## config.mk

```make
export PLATFORM = sky130hd
export DESIGN_NAME = contiguous_page_allocator
export DESIGN_NICKNAME = d
export VERILOG_FILES = /design/src/design/cpa_pkg.sv /design/src/design/cpa_mark_ram.sv /design/src/design/cpa_engine.sv /design/src/design/contiguous_page_allocator.sv
export VERILOG_INCLUDE_DIRS = /design/src /design/src/design
export SDC_FILE = /design/constraint.sdc
export NUM_CORES = 2
export LEC_CHECK = 0
export ABC_CLOCK_PERIOD_IN_PS = 61100
export BUFFER_PORTS_ARGS = -buffer_cell sky130_fd_sc_hd__buf_4
export CAP_MARGIN = 0
export CORE_ASPECT_RATIO = 1.25
export CORE_UTILIZATION = 50
export DETAILED_ROUTE_END_ITERATION = 16
export HOLD_SLACK_MARGIN = 0.1
export PLACE_DENSITY = 0.69
export SYNTH_ARGS = -nofsm -noshare
export SYNTH_HDL_FRONTEND = slang
export SYNTH_SLANG_ARGS = --single-unit
```

## constraint.sdc

```tcl
create_clock -name clock -period 61.1 [get_ports clock]
set_input_delay 3.055 -clock clock [delete_from_list [all_inputs] [get_ports clock]]
set_output_delay 3.055 -clock clock [all_outputs]
set_load 0.1 [all_outputs]
```

## src/design/contiguous_page_allocator_macros.svh

```systemverilog
// ---------------------------------------------------------------------------
// contiguous_page_allocator_macros.svh
// Assertion macros used by the page allocator engine. They assume a clock
// named clock and a synchronous active-high reset named reset.
// ---------------------------------------------------------------------------
`ifndef CONTIGUOUS_PAGE_ALLOCATOR_MACROS_SVH
`define CONTIGUOUS_PAGE_ALLOCATOR_MACROS_SVH

// consequent must hold in the same cycle as the antecedent
`define CPA_ASSERT_NOW(label, ante, cons, msg) \
   label: assert property (@(posedge clock) disable iff (reset) (ante) |-> (cons)) \
      else $error(msg);

// consequent must hold in the cycle after the antecedent
`define CPA_ASSERT_NEXT(label, ante, cons, msg) \
   label: assert property (@(posedge clock) disable iff (reset) (ante) |=> (cons)) \
      else $error(msg);

`endif

```

## src/design/cpa_pkg.sv

```systemverilog
// ---------------------------------------------------------------------------
// cpa_pkg
// Types and codes of the contiguous page allocator.
// ---------------------------------------------------------------------------
package cpa_pkg;

   // page mark codes
   typedef logic [1:0] mark_type;
   localparam mark_type MARK_FREE  = 2'd0;
   localparam mark_type MARK_TAKEN = 2'd1;
   localparam mark_type MARK_LAST  = 2'd2;

   // command codes
   localparam logic CMD_ALLOC = 1'b0;
   localparam logic CMD_FREE  = 1'b1;

   // status codes
   typedef logic [1:0] status_type;
   localparam status_type STATUS_OK        = 2'd0;
   localparam status_type STATUS_NO_ROOM   = 2'd1;
   localparam status_type STATUS_BAD_INDEX = 2'd2;

   localparam int unsigned PAGES_RESET = 1024;

   typedef struct packed {
      logic        command;
      logic [31:0] request_bytes;
      logic [9:0]  page_index;
   } req_type;

   typedef struct packed {
      status_type  status;
      logic [9:0]  first_page;
   } rsp_type;

   typedef enum logic [2:0] {
      S_CLEAR,
      S_IDLE,
      S_ALLOC,
      S_MARK,
      S_FREE
   } state_type;

endpackage

```

## src/design/cpa_mark_ram.sv

```systemverilog
// ---------------------------------------------------------------------------
// cpa_mark_ram
// Page mark store: one write port, one read port, registered read data.
// ---------------------------------------------------------------------------
module cpa_mark_ram
   import cpa_pkg::*;
#(
   parameter int DEPTH = 1024,
   parameter int AW    = 10
) (
   input  logic          clock,
   input  logic          wr_en,
   input  logic [AW-1:0] wr_addr,
   input  mark_type      wr_data,
   input  logic [AW-1:0] rd_addr,
   output mark_type      rd_data
);

   mark_type mem [DEPTH];
   mark_type rd_data_ff;

   always_ff @(posedge clock) begin
      if (wr_en) begin
         mem[wr_addr] <= wr_data;
      end
      rd_data_ff <= mem[rd_addr];
   end

   assign rd_data = rd_data_ff;

endmodule

```

## src/design/cpa_engine.sv

```systemverilog
// ---------------------------------------------------------------------------
// cpa_engine
// Sequencer of the allocator: clearing pass, first-fit scan, run marking
// and run release, all through the page mark store.
// ---------------------------------------------------------------------------
module cpa_engine
   import cpa_pkg::*;
#(
   parameter int MAX_PAGES  = 1024,
   parameter int PAGE_BYTES = 4096,
   parameter int AW         = 10,
   parameter int CW         = 11
) (
   input  logic          clock,
   input  logic          reset,
   input  logic          start,
   input  req_type       req_data,
   input  logic [CW-1:0] page_count,
   output logic          busy,
   output logic          rsp_strobe,
   output rsp_type       rsp_data,
   output logic          mem_we,
   output logic [AW-1:0] mem_waddr,
   output mark_type      mem_wdata,
   output logic [AW-1:0] mem_raddr,
   input  mark_type      mem_rdata
);

   localparam logic [32:0]   PB33     = 33'(PAGE_BYTES);
   localparam logic [CW-1:0] LAST_IDX = CW'(MAX_PAGES - 1);

   state_type     state_ff, state_in;
   logic [CW-1:0] cnt_ff, cnt_in;
   logic [CW-1:0] start_ff, start_in;
   logic [CW-1:0] mark_ff, mark_in;
   logic [32:0]   acc_ff, acc_in;
   logic [31:0]   bytes_ff, bytes_in;
   logic          rsp_strobe_ff, rsp_strobe_in;
   rsp_type       rsp_ff, rsp_in;

   logic          accept;
   logic [CW-1:0] cnt_plus;
   logic          cnt_end;
   logic [32:0]   acc_sum;
   logic          hit;
   logic          index_bad;
   logic          mark_last;
   logic [31:0]   start_wide;

   assign accept     = start && (state_ff == S_IDLE);
   assign cnt_plus   = cnt_ff + CW'(1);
   assign cnt_end    = cnt_ff >= page_count;
   assign acc_sum    = acc_ff + PB33;
   // run covers the request once its byte capacity reaches the byte count
   assign hit        = acc_sum >= {1'b0, bytes_ff};
   assign index_bad  = {22'd0, req_data.page_index} >= 32'(page_count);
   assign mark_last  = mark_ff == cnt_ff;
   assign start_wide = 32'(start_ff);

   // next state
   always_comb begin
      state_in = state_ff;
      case (state_ff)
         S_CLEAR: begin
            if (cnt_ff == LAST_IDX) begin
               state_in = S_IDLE;
            end
         end
         S_IDLE: begin
            if (accept) begin
               if (req_data.command == CMD_FREE) begin
                  state_in = index_bad ? S_IDLE : S_FREE;
               end else begin
                  state_in = (req_data.request_bytes == 32'd0) ? S_IDLE : S_ALLOC;
               end
            end
         end
         S_ALLOC: begin
            if (cnt_end) begin
               state_in = S_IDLE;
            end else if ((mem_rdata == MARK_FREE) && hit) begin
               state_in = S_MARK;
            end
         end
         S_MARK: begin
            if (mark_last) begin
               state_in = S_IDLE;
            end
         end
         S_FREE: begin
            if (cnt_end || (mem_rdata != MARK_TAKEN)) begin
               state_in = S_IDLE;
            end
         end
         default: state_in = S_IDLE;
      endcase
   end

   // datapath and memory port
   always_comb begin
      cnt_in        = cnt_ff;
      start_in      = start_ff;
      mark_in       = mark_ff;
      acc_in        = acc_ff;
      bytes_in      = bytes_ff;
      rsp_strobe_in = 1'b0;
      rsp_in        = rsp_ff;
      mem_we        = 1'b0;
      mem_waddr     = cnt_ff[AW-1:0];
      mem_wdata     = MARK_FREE;
      // read one page ahead of the one being judged
      mem_raddr     = cnt_plus[AW-1:0];
      case (state_ff)
         S_CLEAR: begin
            mem_we = 1'b1;
            cnt_in = cnt_plus;
         end
         S_IDLE: begin
            if (accept) begin
               bytes_in = req_data.request_bytes;
               acc_in   = '0;
               start_in = '0;
               if (req_data.command == CMD_FREE) begin
                  cnt_in    = CW'(req_data.page_index);
                  mem_raddr = AW'(req_data.page_index);
                  if (index_bad) begin
                     rsp_strobe_in     = 1'b1;
                     rsp_in.status     = STATUS_BAD_INDEX;
                     rsp_in.first_page = '0;
                  end
               end else begin
                  cnt_in    = '0;
                  mem_raddr = '0;
                  if (req_data.request_bytes == 32'd0) begin
                     rsp_strobe_in     = 1'b1;
                     rsp_in.status     = STATUS_NO_ROOM;
                     rsp_in.first_page = '0;
                  end
               end
            end
         end
         S_ALLOC: begin
            cnt_in = cnt_plus;
            if (cnt_end) begin
               rsp_strobe_in     = 1'b1;
               rsp_in.status     = STATUS_NO_ROOM;
               rsp_in.first_page = '0;
            end else if (mem_rdata != MARK_FREE) begin
               acc_in   = '0;
               start_in = cnt_plus;
            end else if (hit) begin
               // cnt holds the last page of the run during marking
               cnt_in  = cnt_ff;
               mark_in = start_ff;
            end else begin
               acc_in = acc_sum;
            end
         end
         S_MARK: begin
            mem_we    = 1'b1;
            mem_waddr = mark_ff[AW-1:0];
            mem_wdata = mark_last ? MARK_LAST : MARK_TAKEN;
            mark_in   = mark_ff + CW'(1);
            if (mark_last) begin
               rsp_strobe_in     = 1'b1;
               rsp_in.status     = STATUS_OK;
               rsp_in.first_page = start_wide[9:0];
            end
         end
         S_FREE: begin
            cnt_in = cnt_plus;
            mem_we = !cnt_end;
            if (cnt_end || (mem_rdata != MARK_TAKEN)) begin
               rsp_strobe_in     = 1'b1;
               rsp_in.status     = STATUS_OK;
               rsp_in.first_page = '0;
            end
         end
         default: begin
            cnt_in = '0;
         end
      endcase
   end

   always_ff @(posedge clock) begin
      if (reset) begin
         state_ff      <= S_CLEAR;
         cnt_ff        <= '0;
         rsp_strobe_ff <= 1'b0;
      end else begin
         state_ff      <= state_in;
         cnt_ff        <= cnt_in;
         rsp_strobe_ff <= rsp_strobe_in;
      end
   end

   always_ff @(posedge clock) begin
      start_ff <= start_in;
      mark_ff  <= mark_in;
      acc_ff   <= acc_in;
      bytes_ff <= bytes_in;
      rsp_ff   <= rsp_in;
   end

   assign busy       = state_ff != S_IDLE;
   assign rsp_strobe = rsp_strobe_ff;
   assign rsp_data   = rsp_ff;

`include "contiguous_page_allocator_macros.svh"

   `CPA_ASSERT_NEXT(a_accept_answers, accept, busy || rsp_strobe, "accepted item lost")
   `CPA_ASSERT_NOW(a_rsp_idle, rsp_strobe, state_ff == S_IDLE, "result while still working")
   `CPA_ASSERT_NOW(a_scan_no_write, state_ff == S_ALLOC, !mem_we, "write during search")
   `CPA_ASSERT_NOW(a_fail_zero_page, rsp_strobe && (rsp_ff.status != STATUS_OK), rsp_ff.first_page == 10'd0, "failed result carries page")
   `CPA_ASSERT_NOW(a_clear_writes_free, state_ff == S_CLEAR, mem_we && (mem_wdata == MARK_FREE), "clearing pass skipped a page")

endmodule

```

## src/design/contiguous_page_allocator.sv

```systemverilog
// ---------------------------------------------------------------------------
// contiguous_page_allocator
// First-fit allocator of contiguous page runs over a two-bit page mark store.
// ---------------------------------------------------------------------------
// After reset the block clears its page mark store, one page per cycle, and
// holds busy high meanwhile. An allocate walks the marks from page 0 one page
// a cycle through the single read port of the mark store, until a free run
// large enough is found or page_count pages are passed, then writes the run
// one page a cycle. A free walks its run one page a cycle. A zero-byte
// allocate or an out-of-range free answers in the cycle after it is accepted.
// Every item gives one result, shown for one cycle with rsp_strobe; the
// receiver cannot stall it, and a new item may start in the same cycle that
// the result is shown. The configuration port is always ready; write it only
// while busy is low.
module contiguous_page_allocator
   import cpa_pkg::*;
#(
   parameter int MAX_PAGES  = 1024,
   parameter int PAGE_BYTES = 4096
) (
   input  logic        clock,
   input  logic        reset,
   input  logic        start,
   input  req_type     req_data,
   output logic        busy,
   output logic        rsp_strobe,
   output rsp_type     rsp_data,
   input  logic        csr_valid,
   output logic        csr_ready,
   input  logic [10:0] csr_data
);

   localparam int AW = $clog2(MAX_PAGES);
   localparam int CW = $clog2(MAX_PAGES + 1);

   logic [10:0]   pages_ff;
   logic [CW-1:0] page_count;
   logic          mem_we;
   logic [AW-1:0] mem_waddr;
   mark_type      mem_wdata;
   logic [AW-1:0] mem_raddr;
   mark_type      mem_rdata;

   assign csr_ready = 1'b1;

   always_ff @(posedge clock) begin
      if (reset) begin
         pages_ff <= 11'(PAGES_RESET);
      end else if (csr_valid && csr_ready) begin
         pages_ff <= csr_data;
      end
   end

   // register value capped at the store depth
   assign page_count = (32'(pages_ff) > 32'(MAX_PAGES)) ? CW'(MAX_PAGES) : CW'(pages_ff);

   cpa_engine #(
      .MAX_PAGES  (MAX_PAGES),
      .PAGE_BYTES (PAGE_BYTES),
      .AW         (AW),
      .CW         (CW)
   ) u_engine (
      .clock      (clock),
      .reset      (reset),
      .start      (start),
      .req_data   (req_data),
      .page_count (page_count),
      .busy       (busy),
      .rsp_strobe (rsp_strobe),
      .rsp_data   (rsp_data),
      .mem_we     (mem_we),
      .mem_waddr  (mem_waddr),
      .mem_wdata  (mem_wdata),
      .mem_raddr  (mem_raddr),
      .mem_rdata  (mem_rdata)
   );

   cpa_mark_ram #(
      .DEPTH (MAX_PAGES),
      .AW    (AW)
   ) u_mark_ram (
      .clock   (clock),
      .wr_en   (mem_we),
      .wr_addr (mem_waddr),
      .wr_data (mem_wdata),
      .rd_addr (mem_raddr),
      .rd_data (mem_rdata)
   );

endmodule

```

======== Word level (Yosys, flattened, before mapping) ========
Memory sizes are Yosys's and may differ from the RTL's. A register that Yosys moved wholly into a read port is not among the register bits.
Cells that the tools add are included.
cells by class
  $add $sub $neg .......................... 3
  multipliers ............................. 0
  div/mod/pow operators ................... 0
  $lt $le $gt $ge ......................... 4
  eq/ne operators ......................... 22
  shift-type cells ........................ 0
  multiplexer cells ....................... 55
  bitwise logic cells ..................... 1
  reductions and logical operators ........ 20
operators by type and width
  cell                                              number
  2-to-1 mux 33 bit                                 4
  2-to-1 mux 11 bit                                 11
  2-to-1 mux 12 bit                                 7
  case mux 33 bit (2 select lines)                  1
  2-to-1 mux 10 bit                                 5
  case mux 12 bit (4 select lines)                  1
  case mux 11 bit (2 select lines)                  2
  case mux 11 bit (4 select lines)                  1
  adder 33 x 13 -> 33 bit (second input constant)   1
  >= comparator 33 x 32 -> 1 bit                    1
  zero test 32 bit                                  1
  2-to-1 mux 3 bit                                  8
  adder 11 x 1 -> 11 bit (second input constant)    2
  != test 2 x 1 -> 1 bit (second input constant)    8
  case mux 3 bit (5 select lines)                   1
  AND reduction 4 bit                               3
  == test 11 x 10 -> 1 bit (second input constant)  1
  == test 11 bit                                    1
  >= comparator 10 x 11 -> 1 bit                    1
  >= comparator 11 bit                              1
  > comparator 11 bit (second input constant)       1
  2-to-1 mux 1 bit                                  9
  AND reduction 7 bit                               1
  == test 3 x 2 -> 1 bit (second input constant)    2
  22 further kinds                                  31
word-level totals
  register bits ........................... 125
  bits in latches ......................... 0
  bits in writable memories ............... 2048
  ROM bits ................................ 0
  input port bits ......................... 58
  output and inout bits ................... 15
  word-level logic and storage cells ...... 116
  memories ................................ 1
memory list
  name            depth  bits a word  rd ports  clocked after Yosys merged registers in  write ports  line                text
  u_mark_ram.mem  1024   2            1         1                                        1            cpa_mark_ram.sv:19  mark_type mem [DEPTH];

======== Longest topological paths before layout ========
  depth after elaboration ................. 7
  depth in mapped cells ................... 17
  gate-level depth less buffers ........... 16

======== By module ========
Synthesis repeated with hierarchy kept, for this count alone.
second synthesis, totals
  cells, all modules ...................... 5536
  area total of the unflattened synthesis .. 91182.5 sq um
by module, submodules not included
  module                     times used  cells each  area an instance (sq um)  sequential area each (sq um)
  cpa_mark_ram               1           4793        83757.8                   61539.0
  cpa_engine                 1           694         6952.9                    3273.1
  contiguous_page_allocator  1           49          471.7                     220.2

======== Least setup slack after synthesis ========
Ideal clock, no wire load.
  path type ............................... register to register
  from .................................... register u_engine.state_ff[1]
  to ...................................... memory u_mark_ram.mem[0][1] in the netlist's numbering, data pin
  setup time .............................. 4.953 ns
  arrival time ............................ 25.197 ns
  required time ........................... 56.147 ns
  setup slack ............................. 30.949 ns
  stages on the path, launching flop included .. 8
  path buffers ............................ 4
  clock period less this slack ............ 30.151 ns
  path through ............................ dfxtp_1 -> clkbuf_1 -> nor2b_1 -> nand2_1 -> clkbuf_1 -> clkbuf_1 -> buf_1 -> nor2_1
on the way
  longest elaborated chain between the ends .. 2
ends and longest elaborated chain
  element                 line                             text
  start, declared         cpa_engine.sv:32                 state_type state_ff, state_in;
  start signal, assigned  cpa_engine.sv:191                state_ff <= state_in;
  == test 3 x 2 -> 1 bit  cpa_engine.sv:113                case (state_ff)
  2-to-1 mux 2 bit        cpa_engine.sv:113
  named net mem_wdata[1]  contiguous_page_allocator.sv:40  mark_type mem_wdata;
  end, declared           cpa_mark_ram.sv:19
The timed path passes the listed nets, and every way through them passes these cells.

======== Worst setup path in the final report ========
  from .................................... input port start
  to ...................................... register u_mark_ram.rd_data_ff[0] (netlist: u_mark_ram.rd_data[0]) (read register of u_mark_ram.mem)
on the way
  longest elaborated chain between the ends .. 3
ends and longest elaborated chain
  element            line                             text
  start, declared    contiguous_page_allocator.sv:23  input logic start,
  logical AND 1 bit  cpa_engine.sv:50                 assign accept = start && (state_ff == S_IDLE);
  2-to-1 mux 10 bit  cpa_engine.sv:119                if (accept) begin
  2-to-1 mux 10 bit  cpa_engine.sv:113
  end, declared      cpa_mark_ram.sv:20               mark_type rd_data_ff;
Every way passes these cells.
A chain may end at the register's enable or synchronous reset.

==> flow_summary.ini <==
[final_layout]
drive_above_1_share_pct = 11.4
fin_util_pct = 55.3
layout.area.seq_sq_um = 65000
fill_cells = 14571
stdcell_area_sq_um = 101000
multi_input_area_sq_um = 24700
finalNetCount = 6862
syn2layout_area_growth_pct = 9.74
stdcell_count = 9300

[drt]
totalWireLength_um = 267000
dr.pass1.iters = 8
route.vias.total = 58840
wl_per_cell_um = 28.7
drc_errors = 0
ant_nets = 0
avgViaCountPerCell = 6.33
drtIter0Drc = 8997

[yosys]
synth_area_sq_um = 91800
postSynthAreaPerCell_sq_um = 13.4
yosysTopAreaCellShare_pct = 70.2
synth_seq_area_share_pct = 70.8
yosys_warnings = 0
synth_area_leaders = edfxtp_1, mux4_2, nand2_1, nor2_1, nand3_1
synth_cell_types = 73
ys_ff_latch = 2175
synth_top_area_cell = edfxtp_1
async_reset_ff_share_pct = 0
synthCells = 6865
ys.flop_type = edfxtp_1
syn_nets = 6979
synth_common_cells = edfxtp_1, nand2_1, nor2_1
synth_most_common_cell = edfxtp_1
synth_edf_count = 2147

[floorplanning]
die_area_sq_um = 185000
io_pins = 73
die_x_um = 385
core_sq_um = 182000
rows = 175
initial_core_util_pct = 50.4
fp.dieH_um = 481

[timing]
fmax_ghz = 0.111
hold_viol = 0
tightest_slew_ns = 1.42
slew_headroom_pct = 4.06
layout_min_cycle_time_ns = 8.98
timing.final.crit_share_pct = 14.7
slew_violations = 0
setup_tns_ns = 0
finClkSkew_ns = 0.0272
whs_ns = 0.493
rsz0062_at_grt = no
setup_viol = 0

[cts]
clock_latency_ns = 0.87
cts_sinks = 2175
cts_made_buffers = 195
htreeDepth = 4
path_clk_slew_ns = 0.06
postCtsSetupBuffers = 0
cts_resized = 0
clockBufferDepth = 3
holdBufCountCts = 0
clock-root-buffer = clkbuf_16
cts_tree = built

[placed_design]
hpwl_um = 145000
dp_cells = 8940
place_congestion = 0.890
dpl_cell_area_sq_um = 94600
port_buffers = 71

[grt]
grt.overflow.total = 0
grt_usage_pct = 28.6
grt_max_degree = 223
antenna_found_initial = 9
grt_pass1_vias = 57558
grt_pass1_wl_um = 384000

[setup_path]
critPathMaxFanout = 129
critical_path_required_ns = 61.87
crit_type = primary input to flop
cp_cell_sequence = buf_4 > nand4bb_1 > buf_4 > inv_4 > mux2_8 > buf_4 > buf_4 > buf_4 > nand2_1 > nand3_1 > a21oi_1 > or4_1 > o21ai_0 > nor4_1 > o32ai_1
slowest_stage = o21ai_0
critPathCaptureType = flop
critical_path.max_stage_delay_ns = 1.10
critPathArrivalTime_ns = 9.74
worst_path_most_repeated_cell = buf_4
start_kind = primary input

[power]
max-vdd-ir-drop_uv = 35.0
p_leak_nw = 32.6
power_density_nw_per_um2 = 30.0

[flow_run]
maxCapViolations = 0

[run_status]
status = completed

[worst_hold_path]
hp-class = flop to flop
## worst max-delay path: cells and delay by family
kind	cells	cell delay, ns
simple gates	5	1.06
mux	1	0.86
buf+inv	6	3.10
compound gates	3	1.36
## placed cells by master, fill, tap and decap left out, types with 42 or more instances in the layout
cell type and n:
clkinv_1 46, nor2_1 1117, o21ai_0 42, clkbuf_1 50, buf_4 203, a22oi_1 113
nand4_1 55, nand2_1 1165, and3_1 51, nand3_1 480, clkbuf_16 201, mux4_2 228
mux2i_1 74, edfxtp_1 2147, nor3_1 61, a21oi_1 198, inv_1 47, ha_1 56
## through the flow
step / setup slack (ns) / total power [mW]
2_1_floorplan: 30.95 / 1.80
3_3_place_gp: 51.38 / 1.86
3_5_place_dp: 51.23 / 1.86
4_1_cts: 52.12 / 3.03
5_1_grt: 51.85 / 3.10
6_report: 52.12 / 3.03
## where the power goes
group          internal [mW]  switching, mW
registers               1.61        0.00181
logic                 0.0727          0.140
clock network          0.653          0.544
## registers in the layout, indices dropped and copies added (netlist names)
signal / cells
u_engine.rsp_strobe: 1
u_mark_ram.rd_data: 2
u_engine.state_ff: 3
u_engine.start_ff: 11
u_engine.bytes_ff: 32
u_engine.acc_ff: 33
pages_ff: 11
u_engine.rsp_data: 12
u_engine.cnt_ff: 11
u_mark_ram.mem: 2048
u_engine.mark_ff: 11
## layer usage
| layer | share of wire, % | global-route usage [%] |
|---|---|---|
| met1 | 35 | 36.2 |
| met2 | 48 | 46.2 |
| met3 | 10 | 5.17 |
| met4 | 6.5 | 16.9 |
| met5 | 0.018 | 0 |
## area by class of cell
cell class,count,area share (%)
inverters,50,0.196
clock inverters,104,0.850
clock buffers,251,5.18
diodes,5,0.0124
multi-input cells,4114,24.6
repair buffers,212,1.68
flip-flops and latches,2175,64.6
well taps,2389,2.97
## final timing paths
path | startpoint | endpoint | slack (ns) | depth (start not counted)
worst max register to register | u_engine.state_ff[2] | u_mark_ram.rd_data[0] | 53.76 | 14
worst min register to register | pages_ff[0] | pages_ff[0] | 0.49 | 2
worst max-delay path | start | u_mark_ram.rd_data[0] | 52.12 | 15
worst min-delay path | pages_ff[0] | pages_ff[0] | 0.49 | 2
## logic make-up (layout without fill, tap and decap cells)
logic type,after synthesis,after routing,synth area share (%)
AO/OA/AOI/OAI,594,594,4.34
XOR/XNOR,51,51,0.487
adder cells (fa/ha/maj),56,56,0.763
buffers and inverters,576,617,2.80
flip-flops,2175,2175,70.8
multiplexers,323,323,6.67
other,1,6,0.00409
AND/OR/NAND/NOR,3089,3089,14.1
Note: power is estimated with default switching activity, not from simulation.
